==> config.mk <==
export PLATFORM = sky130hd
export DESIGN_NAME = dual_edge_counter_7seg_scan
export DESIGN_NICKNAME = d
export VERILOG_FILES = /design/src/rtl/dec7_pkg.sv /design/src/rtl/dec7_front.sv /design/src/rtl/dec7_queue.sv /design/src/rtl/dec7_back.sv /design/src/rtl/dual_edge_counter_7seg_scan.sv
export SDC_FILE = /design/constraint.sdc
export NUM_CORES = 1
export LEC_CHECK = 0
export ABC_AREA = 1
export ABC_CLOCK_PERIOD_IN_PS = 3800
export BUFFER_PORTS_ARGS = -buffer_cell sky130_fd_sc_hd__clkbuf_2
export CAP_MARGIN = 30
export CORE_MARGIN = 10
export CORE_UTILIZATION = 50
export DETAILED_ROUTE_END_ITERATION = 10
export PLACE_DENSITY = 0.67
export SKIP_CTS_REPAIR_TIMING = 1
export SLEW_MARGIN = 40
export SYNTH_ARGS = -nofsm -noshare
export SYNTH_HDL_FRONTEND = slang
export SYNTH_HIERARCHICAL = 1
export SYNTH_SLANG_ARGS = --single-unit
==> constraint.sdc <==
create_clock -name clk -period 3.8 [get_ports clk]
set_clock_uncertainty 0.1 [all_clocks]
set_input_delay 0.38 -clock clk [delete_from_list [all_inputs] [get_ports clk]]
set_output_delay 0.38 -clock clk [all_outputs]
set_load 0.05 [all_outputs]
==> src/rtl/dec7_pkg.sv <==
package dec7_pkg;

    // reset value of the dwell register
    localparam logic [15:0] DWELL_RESET = 16'd1000;

    // default depth of the queue between front and back
    localparam int QUEUE_DEPTH_DEFAULT = 2;

    // highest scan index, the scan wraps to zero after it
    localparam logic [2:0] SCAN_LAST = 3'd7;

    // input beat: one sample of both pins
    typedef struct packed {
        logic pin0_level;
        logic pin1_level;
    } in_t;

    // result beat
    typedef struct packed {
        logic [6:0]  segments;
        logic [2:0]  digit_select;
        logic [15:0] count_zero;
        logic [15:0] count_one;
    } out_t;

    // classified record passed from front to back
    typedef struct packed {
        logic [3:0]  digit;
        logic [2:0]  digit_select;
        logic [15:0] count_zero;
        logic [15:0] count_one;
    } rec_t;

    // four-digit bcd increment, 9999 wraps to 0000
    function automatic logic [15:0] bcd_inc(input logic [15:0] v);
        logic [15:0] r;
        logic        carry;
        r     = v;
        carry = 1'b1;
        for (int i = 0; i < 4; i++) begin
            if (carry) begin
                if (r[4*i +: 4] == 4'd9) begin
                    r[4*i +: 4] = 4'd0;
                end else begin
                    r[4*i +: 4] = r[4*i +: 4] + 4'd1;
                    carry       = 1'b0;
                end
            end
        end
        return r;
    endfunction

    // common-cathode pattern of one decimal digit, bit0 is segment a
    function automatic logic [6:0] seg_pattern(input logic [3:0] d);
        logic [6:0] p;
        unique case (d)
            4'd0:    p = 7'h3f;
            4'd1:    p = 7'h06;
            4'd2:    p = 7'h5b;
            4'd3:    p = 7'h4f;
            4'd4:    p = 7'h66;
            4'd5:    p = 7'h6d;
            4'd6:    p = 7'h7d;
            4'd7:    p = 7'h07;
            4'd8:    p = 7'h7f;
            4'd9:    p = 7'h6f;
            default: p = 7'h00;
        endcase
        return p;
    endfunction

endpackage

==> src/rtl/dec7_front.sv <==
module dec7_front
    import dec7_pkg::*;
(
    input  logic        clk,
    input  logic        rst_n,
    input  logic        cfg_valid,
    input  logic [15:0] cfg_data,
    input  logic        take,
    input  in_t         sample,
    output rec_t        rec
);

    logic        prev0_reg, prev0_next;
    logic        prev1_reg, prev1_next;
    logic [15:0] cnt0_reg, cnt0_next;
    logic [15:0] cnt1_reg, cnt1_next;
    logic [15:0] bcd0_reg, bcd0_next;
    logic [15:0] bcd1_reg, bcd1_next;
    logic [15:0] snap0_reg, snap0_next;
    logic [15:0] snap1_reg, snap1_next;
    logic [2:0]  scan_reg, scan_next;
    logic [15:0] dwell_cnt_reg, dwell_cnt_next;
    logic [15:0] dwell_reg, dwell_next;

    logic        edge0;
    logic        edge1;
    logic [15:0] cnt0_inc;
    logic [15:0] cnt1_inc;
    logic [15:0] limit;
    logic [16:0] dwell_inc;
    logic        advance;
    logic [15:0] snap_sel;

    // falling edge detect and running counts with bcd shadows
    always_comb
    begin
        edge0    = prev0_reg & ~sample.pin0_level;
        edge1    = prev1_reg & ~sample.pin1_level;
        cnt0_inc = cnt0_reg + 16'd1;
        cnt1_inc = cnt1_reg + 16'd1;
        cnt0_next = edge0 ? cnt0_inc : cnt0_reg;
        cnt1_next = edge1 ? cnt1_inc : cnt1_reg;
        // a binary wrap restarts the decimal view at zero
        bcd0_next = bcd0_reg;
        if (edge0)
        begin
            bcd0_next = (cnt0_inc == 16'd0) ? 16'd0 : bcd_inc(bcd0_reg);
        end
        bcd1_next = bcd1_reg;
        if (edge1)
        begin
            bcd1_next = (cnt1_inc == 16'd0) ? 16'd0 : bcd_inc(bcd1_reg);
        end
        prev0_next = sample.pin0_level;
        prev1_next = sample.pin1_level;
    end

    // dwell timing and scan advance
    always_comb
    begin
        limit     = (dwell_reg == 16'd0) ? 16'd1 : dwell_reg;
        dwell_inc = {1'b0, dwell_cnt_reg} + 17'd1;
        advance   = dwell_inc >= {1'b0, limit};
        dwell_cnt_next = advance ? 16'd0 : dwell_inc[15:0];
        scan_next      = advance ? scan_reg + 3'd1 : scan_reg;
        snap0_next     = snap0_reg;
        snap1_next     = snap1_reg;
        if (advance && scan_reg == SCAN_LAST)
        begin
            snap0_next = bcd0_next;
            snap1_next = bcd1_next;
        end
        dwell_next = cfg_valid ? cfg_data : dwell_reg;
    end

    // record for the lit digit, thousands first
    always_comb
    begin
        snap_sel = scan_reg[2] ? snap1_reg : snap0_reg;
        unique case (scan_reg[1:0])
            2'd0:    rec.digit = snap_sel[15:12];
            2'd1:    rec.digit = snap_sel[11:8];
            2'd2:    rec.digit = snap_sel[7:4];
            default: rec.digit = snap_sel[3:0];
        endcase
        rec.digit_select = scan_reg;
        rec.count_zero   = cnt0_next;
        rec.count_one    = cnt1_next;
    end

    // state registers
    always_ff @(posedge clk or negedge rst_n)
    begin
        if (!rst_n)
        begin
            prev0_reg     <= 1'b1;
            prev1_reg     <= 1'b1;
            cnt0_reg      <= 16'd0;
            cnt1_reg      <= 16'd0;
            bcd0_reg      <= 16'd0;
            bcd1_reg      <= 16'd0;
            snap0_reg     <= 16'd0;
            snap1_reg     <= 16'd0;
            scan_reg      <= 3'd0;
            dwell_cnt_reg <= 16'd0;
            dwell_reg     <= DWELL_RESET;
        end
        else
        begin
            dwell_reg <= dwell_next;
            if (take)
            begin
                prev0_reg     <= prev0_next;
                prev1_reg     <= prev1_next;
                cnt0_reg      <= cnt0_next;
                cnt1_reg      <= cnt1_next;
                bcd0_reg      <= bcd0_next;
                bcd1_reg      <= bcd1_next;
                snap0_reg     <= snap0_next;
                snap1_reg     <= snap1_next;
                scan_reg      <= scan_next;
                dwell_cnt_reg <= dwell_cnt_next;
            end
        end
    end

    // scan only moves on a beat that also clears the dwell count
    a_scan_moves_with_clear: assert property (@(posedge clk) disable iff (!rst_n)
        scan_reg != $past(scan_reg) |-> dwell_cnt_reg == 16'd0 && $past(take))
        else $error("scan index moved without a dwell clear");

    // the decimal shadow only changes when the binary count does
    a_bcd_tracks_count: assert property (@(posedge clk) disable iff (!rst_n)
        bcd0_reg != $past(bcd0_reg) |-> cnt0_reg != $past(cnt0_reg))
        else $error("decimal count changed without an edge");

endmodule

==> src/rtl/dec7_queue.sv <==
module dec7_queue
    import dec7_pkg::*;
#(
    parameter int DEPTH = QUEUE_DEPTH_DEFAULT
)
(
    input  logic clk,
    input  logic rst_n,
    input  logic wr,
    input  rec_t wr_data,
    output logic full,
    input  logic rd,
    output rec_t rd_data,
    output logic empty
);

    localparam int PW = $clog2(DEPTH);
    localparam int CW = $clog2(DEPTH + 1);
    localparam logic [PW-1:0] PTR_LAST = PW'(DEPTH - 1);
    localparam logic [CW-1:0] CNT_FULL = CW'(DEPTH);

    rec_t          slot_reg [DEPTH];
    logic [PW-1:0] wr_ptr_reg, wr_ptr_next;
    logic [PW-1:0] rd_ptr_reg, rd_ptr_next;
    logic [CW-1:0] cnt_reg, cnt_next;

    // flags and pointer update
    always_comb
    begin
        full    = cnt_reg == CNT_FULL;
        empty   = cnt_reg == '0;
        rd_data = slot_reg[rd_ptr_reg];
        wr_ptr_next = wr_ptr_reg;
        if (wr)
        begin
            wr_ptr_next = (wr_ptr_reg == PTR_LAST) ? '0 : wr_ptr_reg + 1'b1;
        end
        rd_ptr_next = rd_ptr_reg;
        if (rd)
        begin
            rd_ptr_next = (rd_ptr_reg == PTR_LAST) ? '0 : rd_ptr_reg + 1'b1;
        end
        cnt_next = cnt_reg;
        if (wr && !rd)
        begin
            cnt_next = cnt_reg + 1'b1;
        end
        else if (rd && !wr)
        begin
            cnt_next = cnt_reg - 1'b1;
        end
    end

    // record slots
    always_ff @(posedge clk)
    begin
        if (wr)
        begin
            slot_reg[wr_ptr_reg] <= wr_data;
        end
    end

    // control registers
    always_ff @(posedge clk or negedge rst_n)
    begin
        if (!rst_n)
        begin
            wr_ptr_reg <= '0;
            rd_ptr_reg <= '0;
            cnt_reg    <= '0;
        end
        else
        begin
            wr_ptr_reg <= wr_ptr_next;
            rd_ptr_reg <= rd_ptr_next;
            cnt_reg    <= cnt_next;
        end
    end

    // no write into a full queue, no read from an empty one
    a_no_overrun: assert property (@(posedge clk) disable iff (!rst_n)
        !(wr && full) && !(rd && empty))
        else $error("queue overrun or underrun");

endmodule

==> src/rtl/dec7_back.sv <==
module dec7_back
    import dec7_pkg::*;
(
    input  logic clk,
    input  logic rst_n,
    input  logic q_empty,
    input  rec_t q_data,
    output logic q_rd,
    input  logic pop,
    output logic empty,
    output out_t result
);

    logic out_valid_reg, out_valid_next;
    out_t out_reg, out_next;

    // segment decode and output register load
    always_comb
    begin
        q_rd                  = !q_empty && (!out_valid_reg || pop);
        out_next.segments     = seg_pattern(q_data.digit);
        out_next.digit_select = q_data.digit_select;
        out_next.count_zero   = q_data.count_zero;
        out_next.count_one    = q_data.count_one;
        out_valid_next = q_rd || (out_valid_reg && !pop);
        empty  = !out_valid_reg;
        result = out_reg;
    end

    always_ff @(posedge clk)
    begin
        if (q_rd)
        begin
            out_reg <= out_next;
        end
    end

    always_ff @(posedge clk or negedge rst_n)
    begin
        if (!rst_n)
        begin
            out_valid_reg <= 1'b0;
        end
        else
        begin
            out_valid_reg <= out_valid_next;
        end
    end

    // a waiting beat that is not taken keeps its value
    a_hold_unpopped: assert property (@(posedge clk) disable iff (!rst_n)
        out_valid_reg && !pop |=> out_valid_reg && $stable(out_reg))
        else $error("result beat changed before it was taken");

endmodule

==> src/rtl/dual_edge_counter_7seg_scan.sv <==
// channel   direction  handshake             payload
// input     in         push / full           sample (in_t)
// result    out        pop / empty           result (out_t)
// config    in         cfg_valid / cfg_ready cfg_data (dwell_ticks)
//
// one beat in and one beat out per cycle sustained while pop is held high; an accepted
// input beat reaches the result ports through a queue slot, then the output register
// rst_n clears counts, snapshots, scan and dwell count; dwell_ticks resets to 1000
// the queue between front and back holds QUEUE_DEPTH records, full stays low
// while the result side keeps popping
// cfg_ready is always high, each write is registered straight into the dwell register
module dual_edge_counter_7seg_scan
    import dec7_pkg::*;
#(
    parameter int QUEUE_DEPTH = QUEUE_DEPTH_DEFAULT
)
(
    input  logic        clk,
    input  logic        rst_n,
    input  logic        push,
    output logic        full,
    input  in_t         sample,
    input  logic        pop,
    output logic        empty,
    output out_t        result,
    input  logic        cfg_valid,
    output logic        cfg_ready,
    input  logic [15:0] cfg_data
);

    logic take;
    rec_t rec;
    rec_t q_data;
    logic q_full;
    logic q_empty;
    logic q_rd;

    assign cfg_ready = 1'b1;
    assign full      = q_full;
    assign take      = push && !q_full;

    // front: edge counting and scan timing
    dec7_front u_front (
        .clk       (clk),
        .rst_n     (rst_n),
        .cfg_valid (cfg_valid),
        .cfg_data  (cfg_data),
        .take      (take),
        .sample    (sample),
        .rec       (rec)
    );

    // queue between front and back
    dec7_queue #(
        .DEPTH (QUEUE_DEPTH)
    ) u_queue (
        .clk     (clk),
        .rst_n   (rst_n),
        .wr      (take),
        .wr_data (rec),
        .full    (q_full),
        .rd      (q_rd),
        .rd_data (q_data),
        .empty   (q_empty)
    );

    // back: segment decode and result register
    dec7_back u_back (
        .clk     (clk),
        .rst_n   (rst_n),
        .q_empty (q_empty),
        .q_data  (q_data),
        .q_rd    (q_rd),
        .pop     (pop),
        .empty   (empty),
        .result  (result)
    );

endmodule

==> results of run 1 <==
[where the power goes]
part	leakage (nW)	internal, mW	switching, mW
logic	3.14	1.20	2.90
registers	2.97	4.17	0.562
clock network	0.450	1.67	1.11
[cell families after synthesis]
kind of cell	share of synthesized area
AO/OA/AOI/OAI	0.0649
XOR/XNOR	0.0244
adder cells (fa/ha/maj)	0.0359
multiplexers	0.0348
AND/OR/NAND/NOR	0.234
buffers and inverters	0.0585
flip-flops	0.547
other	0.000290
[layout make-up]
type	count	area (sq um)
fill	2162	10600
sequential	258	7070
multi-input combinational	992	5110
clock buffer	33	741
timing repair buffer	96	632
inverter	137	517
tap	330	413
clock inverter	20	214
[layout by cell type, fill, tap and decap left out, types with 17 or more instances in the layout]
cell type / instances
dlygate4sd3_1: 17
ha_1: 37
nand3_1: 72
edfxtp_1: 120
clkbuf_16: 29
nor2_1: 73
nand2_1: 505
dfrtp_1: 129
a21oi_1: 25
clkbuf_2: 65
inv_1: 129
o21ai_0: 112
xor2_1: 32
mux2_2: 39
nand4_1: 23
[stage by stage]
stage          std cells  hold WS, ns  setup WS (ns)  power [mW]  instance area (sq um)
3_3_place_gp        1796        0.359          0.555        8.76                  13600
2_1_floorplan       1433      -0.0156          0.236        7.83                  12900
5_1_grt             1866      0.00216          0.201        12.4                  14700
6_report            1866      -0.0405          0.533        11.6                  14700
3_5_place_dp        1796        0.360          0.401        8.90                  13600
4_1_cts             1849       -0.183          0.381        11.7                  14500
[how the worst max path moves through the flow]
stage          slack [ns]                     to                startpoint
3_5_place_dp         0.40  u_front/snap0_reg[14]  u_front/dwell_cnt_reg[0]
5_1_grt              0.20   u_front/snap0_reg[7]  u_front/dwell_cnt_reg[0]
6_report             0.53  u_front/snap1_reg[15]  u_front/dwell_cnt_reg[0]
2_1_floorplan        0.24     u_queue/cnt_reg[1]      u_back/out_valid_reg
3_3_place_gp         0.56   u_front/snap0_reg[5]  u_front/dwell_cnt_reg[0]
4_1_cts              0.38   u_front/snap0_reg[7]  u_front/dwell_cnt_reg[0]
[worst register-to-register path: cells and delay by family (launching register included)]
kind / cells / cell delay, ns
AND/OR/NAND/NOR: 11 / 1.43
adder cells (fa/ha/maj): 2 / 0.49
flip-flops: 1 / 0.40
buffers and inverters: 1 / 0.32
AO/OA/AOI/OAI: 2 / 0.24
XOR/XNOR: 1 / 0.22
[metal layers]
metal | up-vias | GRT usage | wire, um
li1 | 4851 | - | -
met1 | 4552 | 0.215 | 12600
met2 | 174 | 0.272 | 12800
met3 | 40 | 0.0266 | 1120
met4 | 0 | 0.0440 | 509
met5 | - | 0 | 0
==> impl_metrics.tcl, run 1 <==
set metrics [dict create \
    outcome "finished with violations" \
    violations "negative hold slack" \
    yosys-top-cells-count "505 x nand2_1, 130 x dfrtp_1, 130 x inv_1" \
    clock_sinks 258 \
    tns_ns 0 \
    vias_per_cell 5.15 \
    maxSlewHeadroom 0.537 \
    required_ns 4.17 \
    critical_path_class "register to register" \
    crit_fanout 32 \
    rsz0062_at_grt "false" \
    nNetsFinal 1574 \
    critPathMaxStageDelay_ns 0.40 \
    hold_path_class "primary input to register" \
    gp_congestion 0.856 \
    synth.avg_cell_area_sq_um 9.01 \
    critical_path_arrival_ns 3.64 \
    rows 58 \
    grt_pass1_vias 9426 \
    synth_area_leaders "edfxtp_1 28%, dfrtp_1 25%, nand2_1 15%, o21ai_0 4.3%, inv_1 3.8%" \
    path_clk_slew_ns 0.06 \
    die_area_sq_um 32700 \
    antenna_found_initial 0 \
    cp_num_buf_inv 1 \
    power.leakage_nw 6.56 \
    grt_overflow 0 \
    startpoint_type "register" \
    yosysWarnings 6 \
    clock_path_buffers 3 \
    grt_max_degree 81 \
    boundaryPins 68 \
    worst-path-stages 17 \
    tightest_slew_ns 0.693 \
    critical-path-slowest-cell "dfrtp_1" \
    drive_gt1_frac 0.137 \
    dr.pass1.iters 5 \
    min-delay-start "cfg_data[2]" \
    netlist_instances 1433 \
    end_kind "register" \
    synth.yosys.seq_area_share 0.547 \
    detail-route-antenna-nets 0 \
    start_util 0.510 \
    synth.most_common_cell "nand2_1" \
    maxSlewViolCount 0 \
    drv_cap 0 \
    synth_edf_count 120 \
    syn_nets 1493 \
    die_w_um 181 \
    critPathTopFamily "simple AND/OR/NAND/NOR gates" \
    yosysTopAreaCell "edfxtp_1" \
    insertion_delay_ns 0.54 \
    fmax_ghz 0.306 \
    synth_ff_type "dfrtp_1" \
    rr_startpoint "u_front/dwell_cnt_reg[0]" \
    ir_drop_v 0.000412 \
    path_cells "ha_1 -> nand3_1 -> nor3_2 -> nand3_1 -> nor3_1 -> xor2_1 -> ha_1 -> a21oi_1 -> nor2_1 -> nor2_1 -> o21ai_0 -> nor2_1 -> nand3_2 -> nand3_4 -> buf_4 -> nand2_1 -> nand2_1" \
    powerDensity_nw_per_um2 790 \
    ys_ff_latch 258 \
    drt_iter0_markers 621 \
    drc 0 \
    hold_ws_ns -0.0405 \
    synthToLayoutAreaGrowth_pct 13.8 \
    num_antenna_cells 0 \
    portBuffers 66 \
    core_area_sq_um 25300 \
    period_share 0.860 \
    setup_viol 0 \
    groute.usage.overall 0.163 \
    largest_register_ffs 78 \
    root_buffer "clkbuf_16" \
    reg2regPathDepth 17 \
    die_y_um 181 \
    totalWireLength_um 27000 \
    htree_levels 1 \
    fin_crit_ns 3.27 \
    post-route-util 0.580 \
    path_common_cell "nor2_1" \
    synth_area_sq_um 12900 \
    ys_types 44 \
    vias 9617 \
    whs_path_depth 3 \
    regToRegEndpoint "u_front/snap1_reg[15]" \
    tritoncts "built" \
    wire_per_inst_um 14.5 \
    final_hold_viol_count 3 \
    hold_end "u_front/dwell_reg[2]" \
    cts_buffers 29 \
    reg2reg_slack_ns 0.53 \
    synthArstFlopShare 0.535 \
    yosys.area.top_type_share 0.279 \
    hpwl_um 18300 \
    grt_pass1_wl_um 46000 \
]
Note: power is estimated with default switching activity, not from simulation.
==> inputs of run 2 (changes only) <==
- SYNTH_HIERARCHICAL: 1 -> not set
==> impl_metrics.tcl, run 2 <==
set metrics [dict create \
    outcome "finished with violations" \
    violations "negative hold slack" \
    grt_max_degree 98 \
    power.leakage_nw 6.73 \
    critical-path-slowest-cell "dfrtp_1" \
    drv_cap 0 \
    hold_path_class "primary input to register" \
    boundaryPins 68 \
    tns_ns 0 \
    synth_area_leaders "edfxtp_1 28%, dfrtp_1 25%, nand2_1 18%, o21ai_0 4.7%, inv_1 4.0%" \
    synth.most_common_cell "nand2_1" \
    whs_path_depth 3 \
    fin_ws_ns 0.385 \
    syn_nets 1578 \
    vias 9868 \
    rsz0062_at_grt "false" \
    grt_overflow 0 \
    maxSlewViolCount 0 \
    startpoint_type "register" \
    fin_crit_ns 3.41 \
    yosys.area.top_type_share 0.280 \
    synth.yosys.seq_area_share 0.549 \
    path_common_cell "nand2_1" \
    maxSlewHeadroom 0.484 \
    start_util 0.510 \
    critical_path_class "register to register" \
    wire_per_inst_um 14.0 \
    synth_ff_type "dfrtp_1" \
    pre_cts_slack_ns 0.413 \
    period_share 0.899 \
    yosysWarnings 0 \
    critPathTopFamily "simple AND/OR/NAND/NOR gates" \
    place_area_sq_um 13600 \
    nNetsFinal 1653 \
    cp_num_buf_inv 2 \
    end_kind "register" \
    num_antenna_cells 0 \
    rows 58 \
    vias_per_cell 5.08 \
    final_common_cell "nand2_1" \
    crit_fanout 10 \
    min-delay-start "cfg_data[0]" \
    groute.usage.overall 0.165 \
    yosys-top-cells-count "615 x nand2_1, 136 x inv_1, 130 x dfrtp_1" \
    layoutNonFillerInstCount 1943 \
    path_clk_slew_ns 0.06 \
    drt_iter0_markers 673 \
    powerDensity_nw_per_um2 732 \
    ir_drop_v 0.000495 \
    reg2regPathDepth 19 \
    die_y_um 180 \
    setup_viol 0 \
    clock_sinks 258 \
    synthArstFlopShare 0.535 \
    regToRegEndpoint "u_front.dwell_cnt_reg[0]" \
    cts_buffers 27 \
    detail-route-antenna-nets 0 \
    grt_pass1_vias 9538 \
    synthToLayoutAreaGrowth_pct 13.8 \
    insertion_delay_ns 0.53 \
    placed_cells 1878 \
    root_buffer "clkbuf_16" \
    synth_area_sq_um 12900 \
    drc 0 \
    synth.avg_cell_area_sq_um 8.48 \
    layout_common_cells "615 x nand2_1, 134 x inv_1, 130 x dfrtp_1" \
    tightest_slew_ns 0.774 \
    dr.pass1.iters 5 \
    fin_area_sq_um 14700 \
    hold_end "u_front.dwell_reg[0]" \
    yosysTopAreaCell "edfxtp_1" \
    htree_levels 1 \
    die_area_sq_um 32600 \
    drive_gt1_frac 0.102 \
    totalWireLength_um 27100 \
    clock_path_buffers 3 \
    critPathMaxStageDelay_ns 0.40 \
    required_ns 4.14 \
    largest_register_ffs 78 \
    critical_path_arrival_ns 3.75 \
    portBuffers 66 \
    ys_ff_latch 258 \
    path_cells "nand3_1 -> nor2_1 -> nand3_1 -> nor2_1 -> nand2_1 -> nor3_1 -> xor2_1 -> ha_1 -> nand2_1 -> inv_1 -> nand2_1 -> nand2_1 -> nand2_1 -> nand3_1 -> nand2_1 -> nand3_2 -> nor2_2 -> inv_1 -> o21ai_0" \
    core_area_sq_um 25300 \
    grt_pass1_wl_um 46300 \
    rr_startpoint "u_front.dwell_cnt_reg[0]" \
    hold_ws_ns -0.0454 \
    fmax_ghz 0.293 \
    hpwl_um 18400 \
    antenna_found_initial 0 \
    final_hold_viol_count 4 \
    synth_edf_count 120 \
    reg2reg_slack_ns 0.39 \
    gp_congestion 0.880 \
    netlist_instances 1518 \
    ys_types 42 \
    die_w_um 180 \
    tritoncts "built" \
]
run 2: area by class of cell:
cell class,instances,area [sq um]
fill,2239,10600
sequential,258,7070
multi-input combinational,1073,5100
clock buffer,33,729
timing repair buffer,96,648
inverter,137,514
tap,330,413
clock inverter,16,176
run 2: how the worst max path moves through the flow:
stage / start / endpoint / slack (ns) / cells after the start
6_report: u_front.dwell_cnt_reg[0] / u_front.dwell_cnt_reg[0] / 0.39 / 19
5_1_grt: u_front.dwell_cnt_reg[0] / u_front.dwell_cnt_reg[0] / 0.03 / 19
4_1_cts: u_front.dwell_cnt_reg[0] / u_front.dwell_cnt_reg[0] / 0.39 / 19
3_5_place_dp: u_front.dwell_cnt_reg[0] / u_front.dwell_cnt_reg[0] / 0.41 / 19
3_3_place_gp: u_front.dwell_cnt_reg[0] / u_front.snap1_reg[14] / 0.25 / 18
2_1_floorplan: u_queue.cnt_reg[1] / u_queue.slot_reg[1][0] / 0.71 / 4
run 2: logic make-up (layout without fill, tap and decap cells):
kind of cell / count (synthesis) / count (layout) / share of synthesized area
simple gates: 828 / 828 / 0.263
flops: 258 / 258 / 0.549
buf+inv: 187 / 282 / 0.0565
compound gates: 168 / 168 / 0.0690
xor+xnor: 39 / 39 / 0.0265
fa+ha+maj: 37 / 37 / 0.0360
other cells: 1 / 1 / 0.000291
run 2: metrics by stage:
step	power, mW	util
floorplan	7.08	-
global placement	8.01	0.537
detailed placement	8.12	0.537
CTS	10.8	0.573
global route	11.5	0.580
finish	10.7	0.580
run 2: where the power goes:
part           total (mW)  switching [mW]  internal [mW]  leakage [nW]
Combinational        3.68            2.73          0.946          3.31
Sequential           4.38           0.426           3.95          2.99
Clock                2.67            1.10           1.58         0.431
Total                10.7            4.25           6.48          6.73
run 2: worst register-to-register path, cell delays in order, from the launching register on:
cell	delay [ns]
dfrtp_1	0.40
nand3_1	0.13
nor2_1	0.18
nand3_1	0.11
nor2_1	0.25
nand2_1	0.13
nor3_1	0.20
xor2_1	0.22
ha_1	0.26
nand2_1	0.08
inv_1	0.04
nand2_1	0.06
nand2_1	0.05
nand2_1	0.07
nand3_1	0.10
nand2_1	0.09
nand3_2	0.11
nor2_2	0.38
inv_1	0.17
o21ai_0	0.19
run 2: metal layers:
metal  up-vias  track usage  part of all wire
li1       5056            -                 -
met1      4601        0.217              0.46
met2       173        0.281              0.48
met3        38       0.0247             0.043
met4         0       0.0404             0.015
met5         -            0                 0
